$ cat config.mk
export PLATFORM = sky130hd
export DESIGN_NAME = counting_semaphore_fifo_wait
export DESIGN_NICKNAME = d
export VERILOG_FILES = /design/src/rtl/csem_pkg.sv /design/src/rtl/counting_semaphore_fifo_wait.sv /design/src/rtl/csem_ram.sv
export SDC_FILE = /design/constraint.sdc
export NUM_CORES = 1
export LEC_CHECK = 0
export ABC_CLOCK_PERIOD_IN_PS = 9050
export BUFFER_PORTS_ARGS = -buffer_cell sky130_fd_sc_hd__buf_2
export CAP_MARGIN = 20
export CORE_MARGIN = 5
export CORE_UTILIZATION = 40
export DETAILED_ROUTE_END_ITERATION = 12
export PLACE_DENSITY = 0.63
export SYNTH_ARGS = -nofsm -noshare
export SYNTH_HDL_FRONTEND = slang
export SYNTH_SLANG_ARGS = --single-unit
$ cat constraint.sdc
create_clock -name i_clk -period 9.05 [get_ports i_clk]
set_input_delay 1.3575 -clock i_clk [delete_from_list [all_inputs] [get_ports i_clk]]
set_output_delay 1.3575 -clock i_clk [all_outputs]
set_load 0.01 [all_outputs]
$ cat src/rtl/csem_pkg.sv
// Shared types and constants for the counting semaphore with FIFO wait queue.
// Request and response structs, operation, status and register codes.
// No dependencies.
`default_nettype none

package csem_pkg;

    // default sizes
    localparam int QUEUE_DEPTH_DEF = 16;
    localparam int ID_WIDTH_DEF    = 16;

    // fixed field widths
    localparam int OP_W     = 2;
    localparam int REQ_ID_W = 16;
    localparam int STATUS_W = 3;
    localparam int UNITS_W  = 16;
    localparam int WAIT_W   = 5;
    localparam int CFG_A_W  = 2;
    localparam int CFG_D_W  = 16;

    // operation codes
    localparam logic [OP_W-1:0] OP_ACQ = 2'd0;
    localparam logic [OP_W-1:0] OP_REL = 2'd1;
    localparam logic [OP_W-1:0] OP_TRY = 2'd2;

    // status codes
    localparam logic [STATUS_W-1:0] ST_OK      = 3'd0;
    localparam logic [STATUS_W-1:0] ST_INVALID = 3'd1;
    localparam logic [STATUS_W-1:0] ST_BUSY    = 3'd2;
    localparam logic [STATUS_W-1:0] ST_AT_MAX  = 3'd3;
    localparam logic [STATUS_W-1:0] ST_FULL    = 3'd4;

    // configuration register indexes
    localparam logic [CFG_A_W-1:0] REG_MAX_UNITS  = 2'd0;
    localparam logic [CFG_A_W-1:0] REG_INIT_UNITS = 2'd1;
    localparam logic [CFG_A_W-1:0] REG_INVALID_ID = 2'd2;

    typedef struct packed {
        logic [OP_W-1:0]     req_type;
        logic [REQ_ID_W-1:0] requester_id;
    } t_req;

    typedef struct packed {
        logic [STATUS_W-1:0] status;
        logic [UNITS_W-1:0]  units_free;
        logic [WAIT_W-1:0]   waiters;
    } t_rsp;

endpackage

`default_nettype wire

$ cat src/rtl/counting_semaphore_fifo_wait.sv
// Top level of the counting semaphore with FIFO wait queue.
// Depends on csem_pkg and csem_ram (wait queue storage).
//
// Usage:
//   request channel: drive i_req and raise start; a request is taken at a
//   clock edge where start is high and busy is low.
//   response: o_rsp is shown for exactly one cycle with o_rsp_strobe high,
//   one response per request; the receiver cannot stall it.
//   configuration: i_cfg_addr / i_cfg_data with i_cfg_valid, taken when
//   o_cfg_ready is high (no request in work and start low).
// Timing:
//   release, try-acquire, refused requests and acquires that find a free
//   unit or an empty queue answer in the cycle after the request; busy stays low.
//   an acquire on a zero count with waiters queued scans the queue for a
//   duplicate through the single RAM read port and one ID comparator, one
//   entry per cycle; busy stays high until a duplicate turns up or every
//   queued entry has been compared, and the response follows in the cycle
//   after the scan ends.
// Reset: max_units 1, count 0, queue empty, invalid_id 0; no clearing pass.
`default_nettype none

module counting_semaphore_fifo_wait #(
    parameter int QUEUE_DEPTH = csem_pkg::QUEUE_DEPTH_DEF,
    parameter int ID_WIDTH    = csem_pkg::ID_WIDTH_DEF
) (
    input  wire logic                        i_clk,
    input  wire logic                        i_rst_n,
    input  wire logic                        start,
    output logic                             busy,
    input  wire csem_pkg::t_req              i_req,
    output logic                             o_rsp_strobe,
    output csem_pkg::t_rsp                   o_rsp,
    input  wire logic                        i_cfg_valid,
    output logic                             o_cfg_ready,
    input  wire logic [csem_pkg::CFG_A_W-1:0] i_cfg_addr,
    input  wire logic [csem_pkg::CFG_D_W-1:0] i_cfg_data
);

    import csem_pkg::*;

    // stored id width, index width, fill width
    localparam int SW = (ID_WIDTH < REQ_ID_W) ? ID_WIDTH : REQ_ID_W;
    localparam int IW = (QUEUE_DEPTH > 1) ? $clog2(QUEUE_DEPTH) : 1;
    localparam int FW = $clog2(QUEUE_DEPTH + 1);

    typedef enum logic [1:0] {
        S_IDLE = 2'b01,
        S_SCAN = 2'b10
    } t_state;

    t_state             r_state, n_state;
    logic [UNITS_W-1:0] r_count, n_count;
    logic [UNITS_W-1:0] r_max, n_max;
    logic [CFG_D_W-1:0] r_inv, n_inv;
    logic [IW-1:0]      r_head, n_head;
    logic [FW-1:0]      r_fill, n_fill;
    logic [IW-1:0]      r_ptr, n_ptr;
    logic [FW-1:0]      r_cnt, n_cnt;
    logic               r_rd_vld, n_rd_vld;
    logic [SW-1:0]      r_id, n_id;
    logic               r_strobe, n_strobe;
    t_rsp               r_rsp, n_rsp;

    logic               ram_we, ram_re;
    logic [IW-1:0]      ram_raddr;
    logic [SW-1:0]      ram_rdata;
    logic [IW-1:0]      tail;
    logic [FW:0]        tail_sum;
    logic [SW-1:0]      id_in;
    logic               hit;
    logic               cfg_fire;

    // advance a ring index with wrap
    function automatic logic [IW-1:0] f_next(input logic [IW-1:0] p);
        logic [IW-1:0] q;
        if (p == IW'(QUEUE_DEPTH - 1)) begin
            q = '0;
        end else begin
            q = p + IW'(1);
        end
        return q;
    endfunction

    // tail slot: head + fill, wrapped with one subtract
    always_comb begin
        tail_sum = (FW+1)'(r_head) + (FW+1)'(r_fill);
        if (tail_sum >= (FW+1)'(QUEUE_DEPTH)) begin
            tail_sum = tail_sum - (FW+1)'(QUEUE_DEPTH);
        end
        tail = tail_sum[IW-1:0];
    end

    assign id_in    = i_req.requester_id[SW-1:0];
    assign hit      = r_rd_vld && (ram_rdata == r_id);
    assign cfg_fire = i_cfg_valid && o_cfg_ready;

    // sequencer and semaphore state
    always_comb begin
        n_state   = r_state;
        n_count   = r_count;
        n_max     = r_max;
        n_inv     = r_inv;
        n_head    = r_head;
        n_fill    = r_fill;
        n_ptr     = r_ptr;
        n_cnt     = r_cnt;
        n_rd_vld  = 1'b0;
        n_id      = r_id;
        n_strobe  = 1'b0;
        n_rsp     = r_rsp;
        ram_we    = 1'b0;
        ram_re    = 1'b0;
        ram_raddr = r_ptr;

        unique case (r_state)
            S_IDLE: begin
                if (cfg_fire) begin
                    unique case (i_cfg_addr)
                        REG_MAX_UNITS: begin
                            n_max = (i_cfg_data == '0) ? UNITS_W'(1) : i_cfg_data;
                        end
                        REG_INIT_UNITS: begin
                            n_count = (i_cfg_data < r_max) ? i_cfg_data : r_max;
                            n_head  = '0;
                            n_fill  = '0;
                        end
                        REG_INVALID_ID: begin
                            n_inv = i_cfg_data;
                        end
                        default: begin
                        end
                    endcase
                end else if (start) begin
                    n_id         = id_in;
                    n_strobe     = 1'b1;
                    n_rsp.status = ST_OK;
                    if (id_in == r_inv[SW-1:0]) begin
                        n_rsp.status = ST_INVALID;
                    end else begin
                        unique case (i_req.req_type)
                            OP_ACQ: begin
                                if (r_count != '0) begin
                                    n_count = r_count - UNITS_W'(1);
                                end else if (r_fill == '0) begin
                                    // empty queue: no duplicate possible
                                    ram_we       = 1'b1;
                                    n_fill       = FW'(1);
                                    n_rsp.status = ST_BUSY;
                                end else begin
                                    // duplicate scan over the queued waiters
                                    n_strobe = 1'b0;
                                    n_state  = S_SCAN;
                                    n_ptr    = r_head;
                                    n_cnt    = '0;
                                end
                            end
                            OP_REL: begin
                                if (r_fill != '0) begin
                                    n_head = f_next(r_head);
                                    n_fill = r_fill - FW'(1);
                                end else if (r_count >= r_max) begin
                                    n_rsp.status = ST_AT_MAX;
                                end else begin
                                    n_count = r_count + UNITS_W'(1);
                                end
                            end
                            OP_TRY: begin
                                if (r_count == '0) begin
                                    n_rsp.status = ST_BUSY;
                                end else begin
                                    n_count = r_count - UNITS_W'(1);
                                end
                            end
                            default: begin
                                n_rsp.status = ST_INVALID;
                            end
                        endcase
                    end
                    n_rsp.units_free = n_count;
                    n_rsp.waiters    = WAIT_W'(n_fill);
                end
            end
            S_SCAN: begin
                if (hit) begin
                    // requester already waiting
                    n_state      = S_IDLE;
                    n_strobe     = 1'b1;
                    n_rsp.status = ST_BUSY;
                end else if (r_cnt == r_fill) begin
                    // all entries compared without a match
                    n_state  = S_IDLE;
                    n_strobe = 1'b1;
                    if (r_fill >= FW'(QUEUE_DEPTH)) begin
                        n_rsp.status = ST_FULL;
                    end else begin
                        ram_we       = 1'b1;
                        n_fill       = r_fill + FW'(1);
                        n_rsp.status = ST_BUSY;
                    end
                end else begin
                    // issue the next read
                    ram_re   = 1'b1;
                    n_rd_vld = 1'b1;
                    n_ptr    = f_next(r_ptr);
                    n_cnt    = r_cnt + FW'(1);
                end
                n_rsp.units_free = r_count;
                n_rsp.waiters    = WAIT_W'(n_fill);
            end
            default: begin
                n_state = S_IDLE;
            end
        endcase
    end

    // control registers
    always_ff @(posedge i_clk) begin
        if (!i_rst_n) begin
            r_state  <= S_IDLE;
            r_count  <= '0;
            r_max    <= UNITS_W'(1);
            r_inv    <= '0;
            r_head   <= '0;
            r_fill   <= '0;
            r_rd_vld <= 1'b0;
            r_strobe <= 1'b0;
        end else begin
            r_state  <= n_state;
            r_count  <= n_count;
            r_max    <= n_max;
            r_inv    <= n_inv;
            r_head   <= n_head;
            r_fill   <= n_fill;
            r_rd_vld <= n_rd_vld;
            r_strobe <= n_strobe;
        end
    end

    // payload registers
    always_ff @(posedge i_clk) begin
        r_ptr <= n_ptr;
        r_cnt <= n_cnt;
        r_id  <= n_id;
        r_rsp <= n_rsp;
    end

    // wait queue storage
    csem_ram #(
        .WIDTH (SW),
        .DEPTH (QUEUE_DEPTH),
        .AW    (IW)
    ) u_ring (
        .i_clk   (i_clk),
        .i_we    (ram_we),
        .i_waddr (tail),
        .i_wdata (n_id),
        .i_re    (ram_re),
        .i_raddr (ram_raddr),
        .o_rdata (ram_rdata)
    );

    // a request being started takes the idle slot ahead of a register write
    assign busy         = (r_state != S_IDLE);
    assign o_cfg_ready  = (r_state == S_IDLE) && !start;
    assign o_rsp_strobe = r_strobe;
    assign o_rsp        = r_rsp;

endmodule

`default_nettype wire

$ cat src/rtl/csem_ram.sv
// Generic single-write, single-read RAM with registered read data.
// Depends on csem_pkg for default sizes only.
`default_nettype none

module csem_ram #(
    parameter int WIDTH = csem_pkg::ID_WIDTH_DEF,
    parameter int DEPTH = csem_pkg::QUEUE_DEPTH_DEF,
    parameter int AW    = (DEPTH > 1) ? $clog2(DEPTH) : 1
) (
    input  wire logic             i_clk,
    input  wire logic             i_we,
    input  wire logic [AW-1:0]    i_waddr,
    input  wire logic [WIDTH-1:0] i_wdata,
    input  wire logic             i_re,
    input  wire logic [AW-1:0]    i_raddr,
    output logic      [WIDTH-1:0] o_rdata
);

    logic [WIDTH-1:0] r_mem [DEPTH];

    // write port
    always_ff @(posedge i_clk) begin
        if (i_we) begin
            r_mem[i_waddr] <= i_wdata;
        end
    end

    // registered read port
    always_ff @(posedge i_clk) begin
        if (i_re) begin
            o_rdata <= r_mem[i_raddr];
        end
    end

endmodule

`default_nettype wire

-- Yosys cells after proc, flatten, opt, wreduce, memory -nomap -nowiden
Memory sizes are Yosys's and may differ from the RTL's. A register that Yosys moved wholly into a read port is not among the register bits.
Index checks and enable logic that the tools add are counted.
- bits in read-only memories: 0
- latch bits: 0
- bits of input ports: 40
- output and inout port bits: 27
- memories: 1
- bits in writable memories: 256
- register bits: 110
- word-level logic and storage cells: 175
- memories (memory ; depth ; bits a word ; rd ports ; clocked after Yosys merged registers in ; wr ports ; line ; text):
    u_ring.r_mem ; 16 ; 16 ; 1 ; 1 ; 1 ; csem_ram.sv:19 ; logic [WIDTH-1:0] r_mem [DEPTH];
- $add $sub $neg: 9
- divide/modulo/power cells: 0
- multiplexer cells: 98
- multiply operators: 0
- bitwise logic cells: 0
- equal/unequal tests: 25
- shift operators: 0
- $lt $le $gt $ge: 4
- reductions and logical operators: 24
- operators by type and width (operator ; number):
    two-way mux 16 bit ; 13
    two-way mux 5 bit ; 18
    two-way mux 4 bit ; 17
    two-way mux 24 bit ; 2
    case mux 16 bit (3 select lines) ; 1
    case mux 24 bit (2 select lines) ; 1
    == test 16 bit ; 2
    zero test 16 bit ; 2
    case mux 5 bit (2 select lines) ; 3
    two-way mux 2 bit ; 13
    two-way mux 1 bit ; 21
    adder 16 x 1 -> 16 bit (second input constant) ; 1
    greater-or-equal comparator 16 bit ; 1
    less-than comparator 16 bit ; 1
    != test 2 bit (second input constant) ; 8
    nonzero test 16 bit ; 1
    subtractor 16 x 1 -> 16 bit (second input constant) ; 1
    AND reduction 3 bit ; 5
    two-way mux 3 bit ; 4
    adder 5 x 1 -> 5 bit (second input constant) ; 2
    case mux 3 bit (3 select lines) ; 1
    AND reduction 9 bit ; 1
    adder 4 x 1 -> 4 bit (second input constant) ; 2
    == test 4 bit (second input constant) ; 2
    23 further kinds ; 37

-- Logic depth before layout (Yosys ltp)
- depth in word-level cells: 10
- gate-level depth with buffers: 11
- depth with buffers taken out: 10

-- Cells and area by module
A second synthesis with hierarchy kept.
- cells, all modules: 1276
- area total of the unflattened synthesis: 17436.7 um^2
- modules (own cells, without submodules) (module ; area an instance (um^2) ; sequential area each (um^2) ; cells an instance ; times used):
    csem_ram ; 10203.5 ; 8167.8 ; 432 ; 1
    counting_semaphore_fifo_wait ; 7233.2 ; 2532.4 ; 844 ; 1

-- Least setup slack after synthesis
OpenSTA, ideal clock, no wires.
- path type: input -> register
- start point: input port i_req[15] (netlist name)
- end point: register r_cnt[0] (enable)
- slack: 5174 ps
- required time: 8623 ps
- path buffers: 0
- setup time: 427 ps
- data arrival time: 3450 ps
- cell stages on the path: 5
- path through: xor2_1 nor4_1 nand4_1 nand3_1 a2111oi_0
- word-level cells in the longest chain between the ends: 3
- RTL lines (item ; line ; text):
    start, declared ; counting_semaphore_fifo_wait.sv:30 ; input wire csem_pkg::t_req i_req,
    == test 16 bit ; counting_semaphore_fifo_wait.sv:137 ; if (id_in == r_inv[SW-1:0]) begin
    != test 2 bit (no source line) ; -- ;
    AND reduction 9 bit (no source line) ; -- ;
    end signal, assigned ; counting_semaphore_fifo_wait.sv:242 ; r_cnt <= n_cnt;
    end, declared ; counting_semaphore_fifo_wait.sv:58 ; logic [FW-1:0] r_cnt, n_cnt;
Every way passes these cells.
A chain may end at the register's enable or synchronous reset.

-- Worst setup path in the final report
- start point: register r_count[4]
- end point: memory u_ring.r_mem[8][0] (netlist name) (enable)
- word-level cells in the longest chain between the ends: 9
- RTL lines (item ; line ; text):
    start, declared ; counting_semaphore_fifo_wait.sv:52 ; logic [UNITS_W-1:0] r_count, n_count;
    start signal, assigned ; counting_semaphore_fifo_wait.sv:229 ; r_count <= n_count;
    nonzero test 16 bit ; counting_semaphore_fifo_wait.sv:142 ; if (r_count != '0) begin
    two-way mux 1 bit ; counting_semaphore_fifo_wait.sv:142 ;
    two-way mux 1 bit ; counting_semaphore_fifo_wait.sv:140 ; unique case (i_req.req_type)
    two-way mux 1 bit ; counting_semaphore_fifo_wait.sv:137 ;
    two-way mux 1 bit ; counting_semaphore_fifo_wait.sv:133 ; end else if (start) begin
    two-way mux 1 bit ; counting_semaphore_fifo_wait.sv:117 ; if (cfg_fire) begin
    case mux 1 bit (2 select lines) ; counting_semaphore_fifo_wait.sv:115 ; unique case (r_state)
    two-way mux 1 bit ; csem_ram.sv:23 ; if (i_we) begin
    two-way mux 1 bit (not written as such) ; csem_ram.sv:24 ; r_mem[i_waddr] <= i_wdata;
    end, declared ; csem_ram.sv:19 ;
Every way passes these cells.

==> load_flow_metrics.sql <==
INSERT INTO impl_metrics (metric_group, metric, value, unit) VALUES
('status', 'outcome', 'finished clean', ''),
('timing', 'final_hold_vio_count', '0', ''),
('global_routing', 'antenna_violations_before_repair', '0', ''),
('route', 'via_count', '11660', ''),
('power', 'vdd_drop_max', '0.1542', 'mV'),
('power', 'power_density', '215.1', 'nW/um2'),
('layout', 'final_net_count', '1537', ''),
('global_routing', 'grt_util_all_layers', '0.1940', ''),
('route', 'drc', '0', ''),
('synth', 'post_synth.cell_area_avg', '12.50', 'um2'),
('worst_hold_path', 'hp-class', 'flop to flop', ''),
('placed_design', 'buffer_ports.inserted', '66', ''),
('power', 'switching_share', '0.2644', ''),
('worst_setup_path', 'rr_endpoint', 'u_ring.r_mem[8][0]$_DFFE_PP_', ''),
('worst_hold_path', 'worst_hold_path.endpoint', 'r_max[15]$_SDFFE_PN0P_', ''),
('timing', 'achievable-frequency', '237.5', 'MHz'),
('clocking', 'cts_buffer_depth', '3', ''),
('floorplan', 'die_area', '48330', 'um2'),
('route', 'dr.pass1.iters', '5', ''),
('worst_setup_path', 'critical_r2r_launch', 'r_count[4]$_SDFFE_PN0P_', ''),
('global_routing', 'first_global_vias', '11280', ''),
('synth', 'yosys-mux-area-fraction', '0.09108', ''),
('synth', 'ys_seq_elements', '382', ''),
('power', 'clockPowerShare', '0.386', ''),
('power', 'p_int', '0.003132', 'W'),
('layout', 'multiInputGateArea', '6464', 'um2'),
('floorplan', 'floorplan.core_area', '43360', 'um2'),
('worst_setup_path', 'worst-r2r-cell-count', '7', ''),
('global_routing', 'met3_track_demand_over_resource_in_global_routing', '0.03393', ''),
('synth', 'synth.yosys.warnings', '0', ''),
('worst_setup_path', 'worstSetupEndpointType', 'flop', ''),
('flow_run', 'max-cap-violations', '0', ''),
('layout', 'fillers', '3945', ''),
('layout', 'antenna-diode-count', '0', ''),
('power', 'switchingPower', '0.001126', 'W'),
('synth', 'post_synth_adder_cell_area', '0.03240', ''),
('route', 'ant_nets', '0', ''),
('global_routing', 'groute.layer.met2.usage', '0.3128', ''),
('timing', 'final_critical_path_required_period', '4211', 'ps'),
('timing', 'finalMaxSlewViolations', '0', ''),
('clocking', 'ctsHoldBuffers', '0', ''),
('route', 'vias_per_cell', '5.640', ''),
('timing', 'final-setup-viol-count', '0', ''),
('synth', 'synthFlopType', 'edfxtp_1', ''),
('global_routing', 'grt.busiest_layer', 'met2', ''),
('synth', 'asyncSetResetFlopFracSynth', '0', ''),
('floorplan', 'floorplan.die.width', '219.8', 'um'),
('layout', 'regArea', '10700', 'um2'),
('route', 'drt_total_wl', '47.06', 'mm'),
('worst_setup_path', 'worstPathMaxFanout', '16', ''),
('clocking', 'latest_clock_arrival_within_the_worst_skew_pair', '570', 'ps'),
('global_routing', 'global_route_wire_length_before_repair', '70.51', 'mm'),
('synth', 'simple_gate_share_of_the_synthesized_area', '0.1083', ''),
('global_routing', 'maximum_number_of_pins_on_one_net_before_global_route_repair', '58', ''),
('timing', 'tightest_slew', '1062', 'ps'),
('layout', 'layout-area-overhead-vs-synth', '12.38', '%'),
('power', 'combPwrFrac', '0.133', ''),
('timing', 'finalCritPeriodShare', '0.4653', ''),
('synth', 'synth-compound-area-share', '0.1039', ''),
('timing', 'timing.slew.headroom', '0.2911', ''),
('power', 'seq_power_share', '0.481', ''),
('floorplan', 'ioPinCount', '67', ''),
('worst_setup_path', 'cp_data_required_time', '9240', 'ps'),
('floorplan', 'rows', '76', ''),
('route', 'drt-wirelength-per-cell', '22.76', 'um'),
('synth', 'synth_top_area_cell', 'edfxtp_1', ''),
('synth', 'synthesis.instances', '1409', ''),
('synth', 'post_synth_xor_area_fraction', '0.02835', ''),
('clocking', 'root_buffer', 'clkbuf_16', ''),
('timing', 'rsz0062_at_grt', 'false', ''),
('worst_hold_path', 'hold_path_startpoint', 'r_max[15]$_SDFFE_PN0P_', '');
through the flow:
step | hold slack [ps] | area [um2] | setup WS [ps] | util | total power [W]
after floorplan | 436.3 | 17610 | 5174 | - | 0.002433
after global placement | 444.3 | 18470 | 4375 | 0.4258 | 0.002637
after detailed placement | 458.0 | 18470 | 4334 | 0.4258 | 0.002643
after CTS | 466.8 | 19780 | 4859 | 0.4561 | 0.004277
after global routing | 488.5 | 19790 | 4525 | 0.4565 | 0.004418
final | 468.9 | 19790 | 4839 | 0.4565 | 0.004258
worst max-delay path: stages (launching register included):
cell	delay, ps
dfxtp_1	430
or4_1	700
or3_1	470
nor4_1	310
nand4_1	140
a21oi_1	560
nand3b_1	410
nor2_2	800
cells by family (layout without fill, tap and decap cells):
kind of cell             count (synthesis)  count (layout)
flip-flops                             382             382
buffers and inverters                  116             190
AO/OA/AOI/OAI                          280             280
adder cells (fa/ha/maj)                 45              45
multiplexers                           118             118
XOR/XNOR                                57              57
AND/OR/NAND/NOR                        411             411
cells in the final DEF (no fill, tap or decap), types with 35 or more instances in the layout:
cell type	synthesis	routed
nor2_1	61	44
ha_1	44	44
clkbuf_16	0	40
buf_2	4	66
o21ai_0	56	56
nand3_1	39	39
edfxtp_1	305	305
a21oi_1	92	92
inv_1	35	35
xor2_1	38	38
nand2_1	198	198
dfxtp_1	77	77
mux2i_1	68	68
metal layers:
layer  routed length, um  part of all wire
met5                   0                 0
met4                1464             0.031
met3                3119             0.066
met2               22430              0.48
met1               20040              0.43
area by class of cell:
type | instances | area share
flip-flops and latches | 382 | 0.5406
well taps | 585 | 0.03698
inverters | 37 | 0.007143
clock buffers | 51 | 0.05367
multi-input cells | 911 | 0.3266
clock inverters | 22 | 0.01264
repair buffers | 80 | 0.02238
flip-flops by register name, summed over array words and instances, names as in the netlist:
register	cells
u_ring.o_rdata	16
r_count	16
r_state	2
r_rd_vld	1
r_id	16
r_fill	5
r_inv	16
o_rsp_strobe	1
u_ring.r_mem	256
r_ptr	4
o_rsp	24
r_cnt	5
r_max	16
r_head	4
Yosys cell counts, types with 9 or more instances:
| cell type | n |
|---|---|
| nor4_1 | 15 |
| mux4_2 | 32 |
| xor2_1 | 38 |
| nor2_1 | 61 |
| buf_1 | 10 |
| a21oi_1 | 92 |
| ha_1 | 44 |
| o22ai_1 | 10 |
| buf_4 | 9 |
| nand3_1 | 39 |
| edfxtp_1 | 305 |
| a22oi_1 | 19 |
| inv_1 | 35 |
| xnor2_1 | 19 |
| o21ai_0 | 56 |
| nand2_1 | 198 |
| clkbuf_1 | 52 |
| dfxtp_1 | 77 |
| nor3_1 | 25 |
| mux2i_1 | 68 |
| nand4_1 | 16 |
| mux2_2 | 18 |
| a221oi_1 | 17 |
| a31oi_1 | 10 |
| or3_1 | 10 |
power groups by stage:
stage | Sequential [W] | Combinational, W | Clock, W
global placement | 0.00208 | 0.000556 | 0
finish | 0.00205 | 0.000567 | 0.00164
detailed placement | 0.00208 | 0.000560 | 0
floorplan | 0.00206 | 0.000369 | 0
CTS | 0.00205 | 0.000563 | 0.00167
global route | 0.00205 | 0.000615 | 0.00175
how the worst max path moves through the flow:
stage                                 start  depth (start not counted)                             end
detailed placement                    start                          7  u_ring.r_mem[10][15]$_DFFE_PP_
CTS                 r_count[4]$_SDFFE_PN0P_                          7   u_ring.r_mem[8][10]$_DFFE_PP_
floorplan                         i_req[15]                          5          r_cnt[0]$_SDFFCE_PN0P_
global route        r_count[4]$_SDFFE_PN0P_                          7    u_ring.r_mem[8][0]$_DFFE_PP_
global placement                      start                          7   u_ring.r_mem[11][7]$_DFFE_PP_
finish              r_count[4]$_SDFFE_PN0P_                          7    u_ring.r_mem[8][0]$_DFFE_PP_
Power figures use the tool's default switching activity.
